--- config.mk ---
export PLATFORM = sky130hd
export DESIGN_NAME = crc16_frame_validator_unit
export DESIGN_NICKNAME = d
export VERILOG_FILES = /design/src/sv/crc16fv_pkg.sv /design/src/sv/crc16fv_cfg_regs.sv /design/src/sv/crc16fv_frame_check.sv /design/src/sv/crc16_frame_validator_unit.sv
export SDC_FILE = /design/constraint.sdc
export NUM_CORES = 1
export LEC_CHECK = 0
export BUFFER_PORTS_ARGS = -buffer_cell sky130_fd_sc_hd__buf_2
export CAP_MARGIN = 10
export CELL_PAD_IN_SITES_DETAIL_PLACEMENT = 0
export CELL_PAD_IN_SITES_GLOBAL_PLACEMENT = 2
export CORE_MARGIN = 2
export CORE_UTILIZATION = 40
export DETAILED_ROUTE_END_ITERATION = 12
export PLACE_DENSITY = 0.86
export SETUP_SLACK_MARGIN = 0.02
export SYNTH_ARGS = -nofsm -noshare
export SYNTH_HDL_FRONTEND = slang
export SYNTH_SLANG_ARGS = --single-unit
export TNS_END_PERCENT = 50
--- constraint.sdc ---
create_clock -name aclk -period 12.4 [get_ports aclk]
set_input_delay 1.24 -clock aclk [delete_from_list [all_inputs] [get_ports aclk]]
set_output_delay 1.24 -clock aclk [all_outputs]
set_load 0.01 [all_outputs]
--- src/sv/crc16fv_pkg.sv ---
// Shared types, constants and the byte-wide CRC-16 update for the frame validator.
package crc16fv_pkg;

    // Frame layout
    localparam int unsigned FRAME_OVERHEAD = 7;
    localparam int unsigned POSITION_LIMIT = 263;
    localparam int unsigned POS_WIDTH      = 9;
    localparam int unsigned CMP_WIDTH      = 10;

    // Register reset values
    localparam logic [7:0]  PREAMBLE_RESET = 8'hAA;
    localparam logic [15:0] SEED_RESET     = 16'hFFFF;
    localparam logic [15:0] POLY_RESET     = 16'hA001;

    // Configuration register indexes
    typedef enum logic [1:0] {
        REG_PREAMBLE = 2'd0,
        REG_SEED     = 2'd1,
        REG_POLY     = 2'd2
    } reg_index_t;

    // Check result codes
    typedef enum logic [2:0] {
        STATUS_OK        = 3'd0,
        STATUS_UNDER_MIN = 3'd1,
        STATUS_PREAMBLE  = 3'd2,
        STATUS_TRUNCATED = 3'd3,
        STATUS_CRC       = 3'd4
    } status_t;

    typedef struct packed {
        logic [7:0]  preamble_value;
        logic [15:0] crc_seed;
        logic [15:0] crc_polynomial;
    } cfg_t;

    typedef struct packed {
        logic [7:0] data_byte;
        logic       buffer_end;
    } item_t;

    // Reflected CRC-16 over one byte, eight bit steps unrolled
    function automatic logic [15:0] crc16fv_byte(input logic [15:0] crc,
                                                 input logic [7:0]  b,
                                                 input logic [15:0] poly);
        logic [15:0] c;
        c = crc ^ {8'h00, b};
        for (int k = 0; k < 8; k++) begin
            if (c[0]) begin
                c = (c >> 1) ^ poly;
            end else begin
                c = c >> 1;
            end
        end
        return c;
    endfunction

endpackage

--- src/sv/crc16fv_cfg_regs.sv ---
// Configuration register file: preamble, CRC seed and CRC polynomial.
module crc16fv_cfg_regs (
    input  logic               aclk,
    input  logic               aresetn,
    input  logic               cfg_valid,
    output logic               cfg_ready,
    input  logic [1:0]         cfg_index,
    input  logic [15:0]        cfg_data,
    output crc16fv_pkg::cfg_t  cfg
);
    import crc16fv_pkg::*;

    cfg_t cfg_reg;
    cfg_t cfg_next;

    // Always take writes
    assign cfg_ready = 1'b1;
    assign cfg      = cfg_reg;

    // Decode the register index; unknown indexes are dropped
    always_comb begin
        cfg_next = cfg_reg;
        if (cfg_valid) begin
            unique case (reg_index_t'(cfg_index))
                REG_PREAMBLE: cfg_next.preamble_value = cfg_data[7:0];
                REG_SEED:     cfg_next.crc_seed       = cfg_data;
                REG_POLY:     cfg_next.crc_polynomial = cfg_data;
                default:      cfg_next = cfg_reg;
            endcase
        end
    end

    always_ff @(posedge aclk) begin
        if (!aresetn) begin
            cfg_reg.preamble_value <= PREAMBLE_RESET;
            cfg_reg.crc_seed       <= SEED_RESET;
            cfg_reg.crc_polynomial <= POLY_RESET;
        end else begin
            cfg_reg <= cfg_next;
        end
    end

endmodule

--- src/sv/crc16fv_frame_check.sv ---
// Per-byte frame tracking, CRC accumulation and the registered check result.
module crc16fv_frame_check (
    input  logic                  aclk,
    input  logic                  aresetn,
    input  crc16fv_pkg::cfg_t     cfg,
    input  logic                  item_valid,
    input  crc16fv_pkg::item_t    item,
    output logic                  item_ready,
    output logic                  res_valid,
    input  logic                  res_ready,
    output logic                  res_frame_ok,
    output crc16fv_pkg::status_t  res_status
);
    import crc16fv_pkg::*;

    localparam logic [POS_WIDTH-1:0] POS_LIMIT  = POS_WIDTH'(POSITION_LIMIT);
    localparam logic [POS_WIDTH-1:0] POS_LENGTH = POS_WIDTH'(2);
    localparam logic [CMP_WIDTH-1:0] CRC_LAST   = CMP_WIDTH'(4);
    localparam logic [CMP_WIDTH-1:0] RX_HIGH    = CMP_WIDTH'(5);
    localparam logic [CMP_WIDTH-1:0] RX_LOW     = CMP_WIDTH'(6);
    localparam logic [CMP_WIDTH-1:0] OVERHEAD   = CMP_WIDTH'(FRAME_OVERHEAD);

    logic [POS_WIDTH-1:0] pos_reg,   pos_next;
    logic [15:0]          crc_reg,   crc_next;
    logic [7:0]           len_reg,   len_next;
    logic                 match_reg, match_next;
    logic [15:0]          rx_reg,    rx_next;
    logic                 valid_reg, valid_next;
    status_t              status_reg, status_next;

    logic                 take;
    logic [7:0]           plen;
    logic [CMP_WIDTH-1:0] plen_ext;
    logic [CMP_WIDTH-1:0] pos_ext;
    logic [CMP_WIDTH-1:0] count;

    // Advance when the result register is empty or being drained
    assign item_ready = !valid_reg || res_ready;
    assign take       = item_valid && item_ready;

    assign plen     = (pos_reg == POS_LENGTH) ? item.data_byte : len_reg;
    assign plen_ext = {2'b00, plen};
    assign pos_ext  = {1'b0, pos_reg};
    assign count    = pos_ext + CMP_WIDTH'(1);

    // Frame state update for one byte
    always_comb begin
        pos_next    = pos_reg;
        crc_next    = crc_reg;
        len_next    = len_reg;
        match_next  = match_reg;
        rx_next     = rx_reg;
        valid_next  = valid_reg && !res_ready;
        status_next = status_reg;
        if (take) begin
            if (pos_reg == '0) begin
                match_next = (item.data_byte == cfg.preamble_value);
                crc_next   = cfg.crc_seed;
            end else begin
                len_next = plen;
                if (pos_ext <= CRC_LAST + plen_ext) begin
                    crc_next = crc16fv_byte(crc_reg, item.data_byte, cfg.crc_polynomial);
                end else if (pos_ext == RX_HIGH + plen_ext) begin
                    rx_next = {item.data_byte, rx_reg[7:0]};
                end else if (pos_ext == RX_LOW + plen_ext) begin
                    rx_next = {rx_reg[15:8], item.data_byte};
                end
            end
            if (pos_reg < POS_LIMIT) begin
                pos_next = pos_reg + POS_WIDTH'(1);
            end
            // Last byte: report the first failing check, then clear the frame
            if (item.buffer_end) begin
                valid_next = 1'b1;
                if (count < OVERHEAD) begin
                    status_next = STATUS_UNDER_MIN;
                end else if (!match_next) begin
                    status_next = STATUS_PREAMBLE;
                end else if (count < OVERHEAD + plen_ext) begin
                    status_next = STATUS_TRUNCATED;
                end else if (crc_next != rx_next) begin
                    status_next = STATUS_CRC;
                end else begin
                    status_next = STATUS_OK;
                end
                pos_next   = '0;
                crc_next   = '0;
                len_next   = '0;
                match_next = 1'b0;
                rx_next    = '0;
            end
        end
    end

    always_ff @(posedge aclk) begin
        if (!aresetn) begin
            pos_reg    <= '0;
            crc_reg    <= '0;
            len_reg    <= '0;
            match_reg  <= 1'b0;
            rx_reg     <= '0;
            valid_reg  <= 1'b0;
            status_reg <= STATUS_OK;
        end else begin
            pos_reg    <= pos_next;
            crc_reg    <= crc_next;
            len_reg    <= len_next;
            match_reg  <= match_next;
            rx_reg     <= rx_next;
            valid_reg  <= valid_next;
            status_reg <= status_next;
        end
    end

    assign res_valid    = valid_reg;
    assign res_status   = status_reg;
    assign res_frame_ok = (status_reg == STATUS_OK);

`ifndef ASSERT_OFF
    a_pos_bounded: assert property (@(posedge aclk) disable iff (!aresetn)
        pos_reg <= POS_LIMIT)
        else $error("byte position beyond saturation limit");

    a_clear_after_last: assert property (@(posedge aclk) disable iff (!aresetn)
        (take && item.buffer_end) |=> (pos_reg == '0 && !match_reg && crc_reg == '0))
        else $error("frame state not cleared after last byte");

    a_pos_advance: assert property (@(posedge aclk) disable iff (!aresetn)
        (take && !item.buffer_end && pos_reg < POS_LIMIT)
        |=> (pos_reg == $past(pos_reg) + POS_WIDTH'(1)))
        else $error("byte position did not advance");

    a_result_cause: assert property (@(posedge aclk) disable iff (!aresetn)
        $rose(valid_reg) |-> $past(take && item.buffer_end))
        else $error("result appeared without a last byte");
`endif

endmodule

--- src/sv/crc16_frame_validator_unit.sv ---
// Top level of the CRC-16 frame validator: input register, frame check, config registers.
//
// Checks a received buffer streamed in one byte per item, s_tlast on the buffer's last
// byte. Byte 0 must match the preamble register, byte 2 gives the payload length P,
// and a reflected CRC-16 over bytes 1 to 4+P is compared with the next two bytes,
// high byte first; bytes past the frame are ignored. One result item leaves on m_
// for each buffer, carrying frame_ok and the status code (0 ok, 1 under 7 bytes,
// 2 bad preamble, 3 truncated, 4 CRC mismatch). The block takes one byte every
// cycle as long as no result is held up on m_; while a result waits for m_tready,
// the check stage stalls, and s_tready drops once the input register holds a byte.
// A result is presented once its last byte has passed from the input register through
// the check stage, whose byte-wide unrolled CRC update loads the result register; a
// result still waiting for m_tready holds it back. Write configuration only while no
// buffer is in flight.
module crc16_frame_validator_unit (
    input  logic        aclk,
    input  logic        aresetn,
    // Input bytes
    input  logic        s_tvalid,
    output logic        s_tready,
    input  logic [7:0]  s_tdata,   // [7:0] data_byte
    input  logic        s_tlast,   // buffer_end
    // Check results
    output logic        m_tvalid,
    input  logic        m_tready,
    output logic [7:0]  m_tdata,   // [0] frame_ok, [3:1] check_status, [7:4] zero
    // Configuration writes
    input  logic        cfg_valid,
    output logic        cfg_ready,
    input  logic [1:0]  cfg_index,
    input  logic [15:0] cfg_data
);
    import crc16fv_pkg::*;

    cfg_t    cfg;
    item_t   in_item_reg, in_item_next;
    logic    in_valid_reg, in_valid_next;
    logic    chk_ready;
    logic    res_frame_ok;
    status_t res_status;

    crc16fv_cfg_regs u_cfg (
        .aclk      (aclk),
        .aresetn   (aresetn),
        .cfg_valid (cfg_valid),
        .cfg_ready (cfg_ready),
        .cfg_index (cfg_index),
        .cfg_data  (cfg_data),
        .cfg       (cfg)
    );

    // Input register: load when empty or when the check stage takes the held item
    assign s_tready = !in_valid_reg || chk_ready;

    always_comb begin
        in_item_next  = in_item_reg;
        in_valid_next = in_valid_reg && !chk_ready;
        if (s_tvalid && s_tready) begin
            in_item_next.data_byte  = s_tdata;
            in_item_next.buffer_end = s_tlast;
            in_valid_next           = 1'b1;
        end
    end

    always_ff @(posedge aclk) begin
        if (!aresetn) begin
            in_valid_reg <= 1'b0;
        end else begin
            in_valid_reg <= in_valid_next;
        end
        in_item_reg <= in_item_next;
    end

    crc16fv_frame_check u_check (
        .aclk         (aclk),
        .aresetn      (aresetn),
        .cfg          (cfg),
        .item_valid   (in_valid_reg),
        .item         (in_item_reg),
        .item_ready   (chk_ready),
        .res_valid    (m_tvalid),
        .res_ready    (m_tready),
        .res_frame_ok (res_frame_ok),
        .res_status   (res_status)
    );

    assign m_tdata = {4'b0000, res_status, res_frame_ok};

endmodule

==> impl_results.md <==
* Clk buf depth at 2
* Vias in the first global route at 8,871
* Die Y at around 160 um
* Hold/Removal Path Class: flop to flop
* CP max-delay cell: nor2_2
* Total grt overflow at 0
* Vias per inst at 5.83
* VDD IR max at 0.0643 mV
* Wire length of the first global-routing pass at 54.0 mm
* Cell Pwr Density at roughly 110 nW/um^2
* Filler Cells Inserted at 2,515
* Layout area overhead at 5.56%
* Tmin final at 8.86 ns
* RSZ-0062 raised after global routing: false
* Setup CP Type: flop to flop
* CTS tree: yes
* Top cell type's share of synthesized area at a little under a fifth
* Delay of the slowest critical-path stage at 0.77 ns
* CTS Root Cell: clkbuf_16
* Async SR Flop Fraction at 0%
* Global Route Usage Sum at a little over a quarter
* Design area at 10,500 um^2
* Slew HR at 30.3%
* Register area at 2170 um^2
* Number of synthesized register bits at between 100 and 150
* Post-synth top cells: nand2_1 (235), dfxtp_1 (95), xnor2_1 (95)
* DR pass1 iterations at 5
* Initial core utilization at 40.8%
* Largest net degree at the start of global routing at 96
* Die W at about 160 um
* GPL Wtd Cong at 0.940
* Die area at 26,100 um^2
* Core ar. at 24,300 um^2
* Multi-input gate area at 7170 um^2
* Final setup viols at 0
* Postcts setup bufs at 0
* IO Pins at 43
* WP data required at between 10 and 15 ns
* Pleak at around 4 nW
* Maxcap violations at 0
* Seq/Total Area, Yosys at between 20% and 30%
* Final Non-Filler Cells at ~1,600
* Status: completed
* CTS Hold Buffers Added at 0
* Post-Synthesis Cells at 1,340
* YS warnings at 0
* # diodes at 0
* Syn Area/Cell at 7.41 um^2
* DR WL/cell at ~21 um
* Final total power at 1.11 mW
* Post-synth EDFFs at 9
* Worst setup EP type: flop
* Post-route DRC at 0
* FP Rows at 57
* Final hold vios at 0
* Main synth FF type: dfxtp_1
* Crit Path Max Fanout at 23
* Startpoint type of the worst setup path: flop
* Library cells used by synthesis at 94
* Iteration-0 DRC Markers at 711
* Via count at 9,484
* Setup TNS at 0 ns
* CTS resizes at 0
* Max Freq at 0.113 GHz
* TritonCTS Buffers at 9
* Critical Path AT at approximately 9 ns
* Post-DP Area at 10,200 um^2
* # port buffers at 37
* Worst skew pair latency at 0.37 ns
* Cells after DPL at 1,610
* Area leader, netlist: dfxtp_1
* DP HPWL at between 20 and 25 mm
* Final net count at 1,353
* Largest register FFs at 40
* Max Slew Vio Count at 0
* Final WL at 34.4 mm
* Final period util at 71.5%
* Netlist area before placement at 9930 um^2
* Crit-path most repeated cell: a21oi_1
* Clock skew at 0.0160 ns
* DRT antenna net count at 0
* Least-Margin Pin Slew at 1.04 ns
* Register clock-pin slew on the reported worst setup and hold paths at roughly 0.090 ns
* Layout cells sized above 1 at 8.14%
* Initial antenna violation count at 0
* Main area contributors after synthesis: dfxtp_1 (19%), nand2_1 (8.9%), xnor2_1 (8.4%)
* Maximum level of the CTS H-tree at 3
* Most numerous cell in the Yosys netlist: nand2_1
* Clk sinks at 104
final cells by class:
type                            instances  share of cell area [%]
Sequential cell                       104                    20.7
Multi-Input combinational cell       1102                    68.4
Inverter                               24                   0.859
Timing Repair Buffer                   56                    3.13
Tap cell                              324                    3.87
Clock buffer                            9                    2.15
Clock inverter                          7                   0.919
cells by family (layout without fill, tap and decap cells):
group                    Yosys count  count (layout)  synth area share, %
AND/OR/NAND/NOR                  554             554                 26.7
multiplexers                      50              50                 5.13
buffers and inverters            137              96                 6.10
XOR/XNOR                         149             149                 15.5
adder cells (fa/ha/maj)           24              24                 3.02
other                              2               5               0.0756
AO/OA/AOI/OAI                    320             320                 21.6
flip-flops                       104             104                 21.9
metrics by stage:
stage	util [%]	hold WS (ns)	worst slack [ns]
3_5_place_dp	41.8	0.482	3.67
3_3_place_gp	41.8	0.474	3.97
2_1_floorplan	-	0.441	6.36
5_1_grt	43.1	0.520	2.93
4_1_cts	43.1	0.496	3.62
6_report	43.1	0.486	3.54
worst max-delay path: cells and delay by family, from the launching register on:
| family | cells | cell delay [ns] |
|---|---|---|
| simple gates | 11 | 4.89 |
| compound gates | 8 | 1.24 |
| mux | 2 | 1.01 |
| fa+ha+maj | 2 | 0.56 |
| flops | 1 | 0.49 |
| xor+xnor | 2 | 0.30 |
| buf+inv | 1 | 0.23 |
path summary, 6_finish.rpt:
| path | start | end | slack, ns | depth (start not counted) |
|---|---|---|---|---|
| worst min register to register | u_check.res_status[1] | u_check.res_status[1] | 0.49 | 2 |
| worst min-delay path | u_check.res_status[1] | u_check.res_status[1] | 0.49 | 2 |
| worst max register to register | u_check.pos_reg[1] | u_check.res_status[2] | 3.54 | 26 |
| worst max-delay path | u_check.pos_reg[1] | u_check.res_status[2] | 3.54 | 26 |
power breakdown:
group	total (mW)	switching [mW]	internal (mW)	leakage (nW)
clock network	0.311	0.163	0.148	0.156
logic	0.426	0.261	0.165	3.02
registers	0.372	0.0226	0.349	0.860
routing by layer:
layer,global-route usage (%),share of wire (%),vias up
li1,-,-,4634
met1,37.4,47,4522
met2,41.9,45,284
met3,5.11,5.8,44
met4,6.98,2.2,0
met5,0,0,-
cells in the final DEF (no fill, tap or decap), types with 10 or more instances in the layout:
master    instances
a22oi_1          24
nand2b_1         12
nand3_1          71
nand4_1          18
inv_1            22
and3_1           13
nand2_1         235
nor2_1           68
dfxtp_1          94
buf_4            19
o21ai_0          81
a31oi_1          13
a21boi_0         21
nor3_1           23
and2_1           25
xor2_1           34
mux2i_1          45
a211oi_1         10
ha_1             24
a21oi_1          61
nor2b_1          42
xnor2_1          95
buf_2            37
o211ai_1         13
No activity file was read; power rests on OpenSTA's default activity.
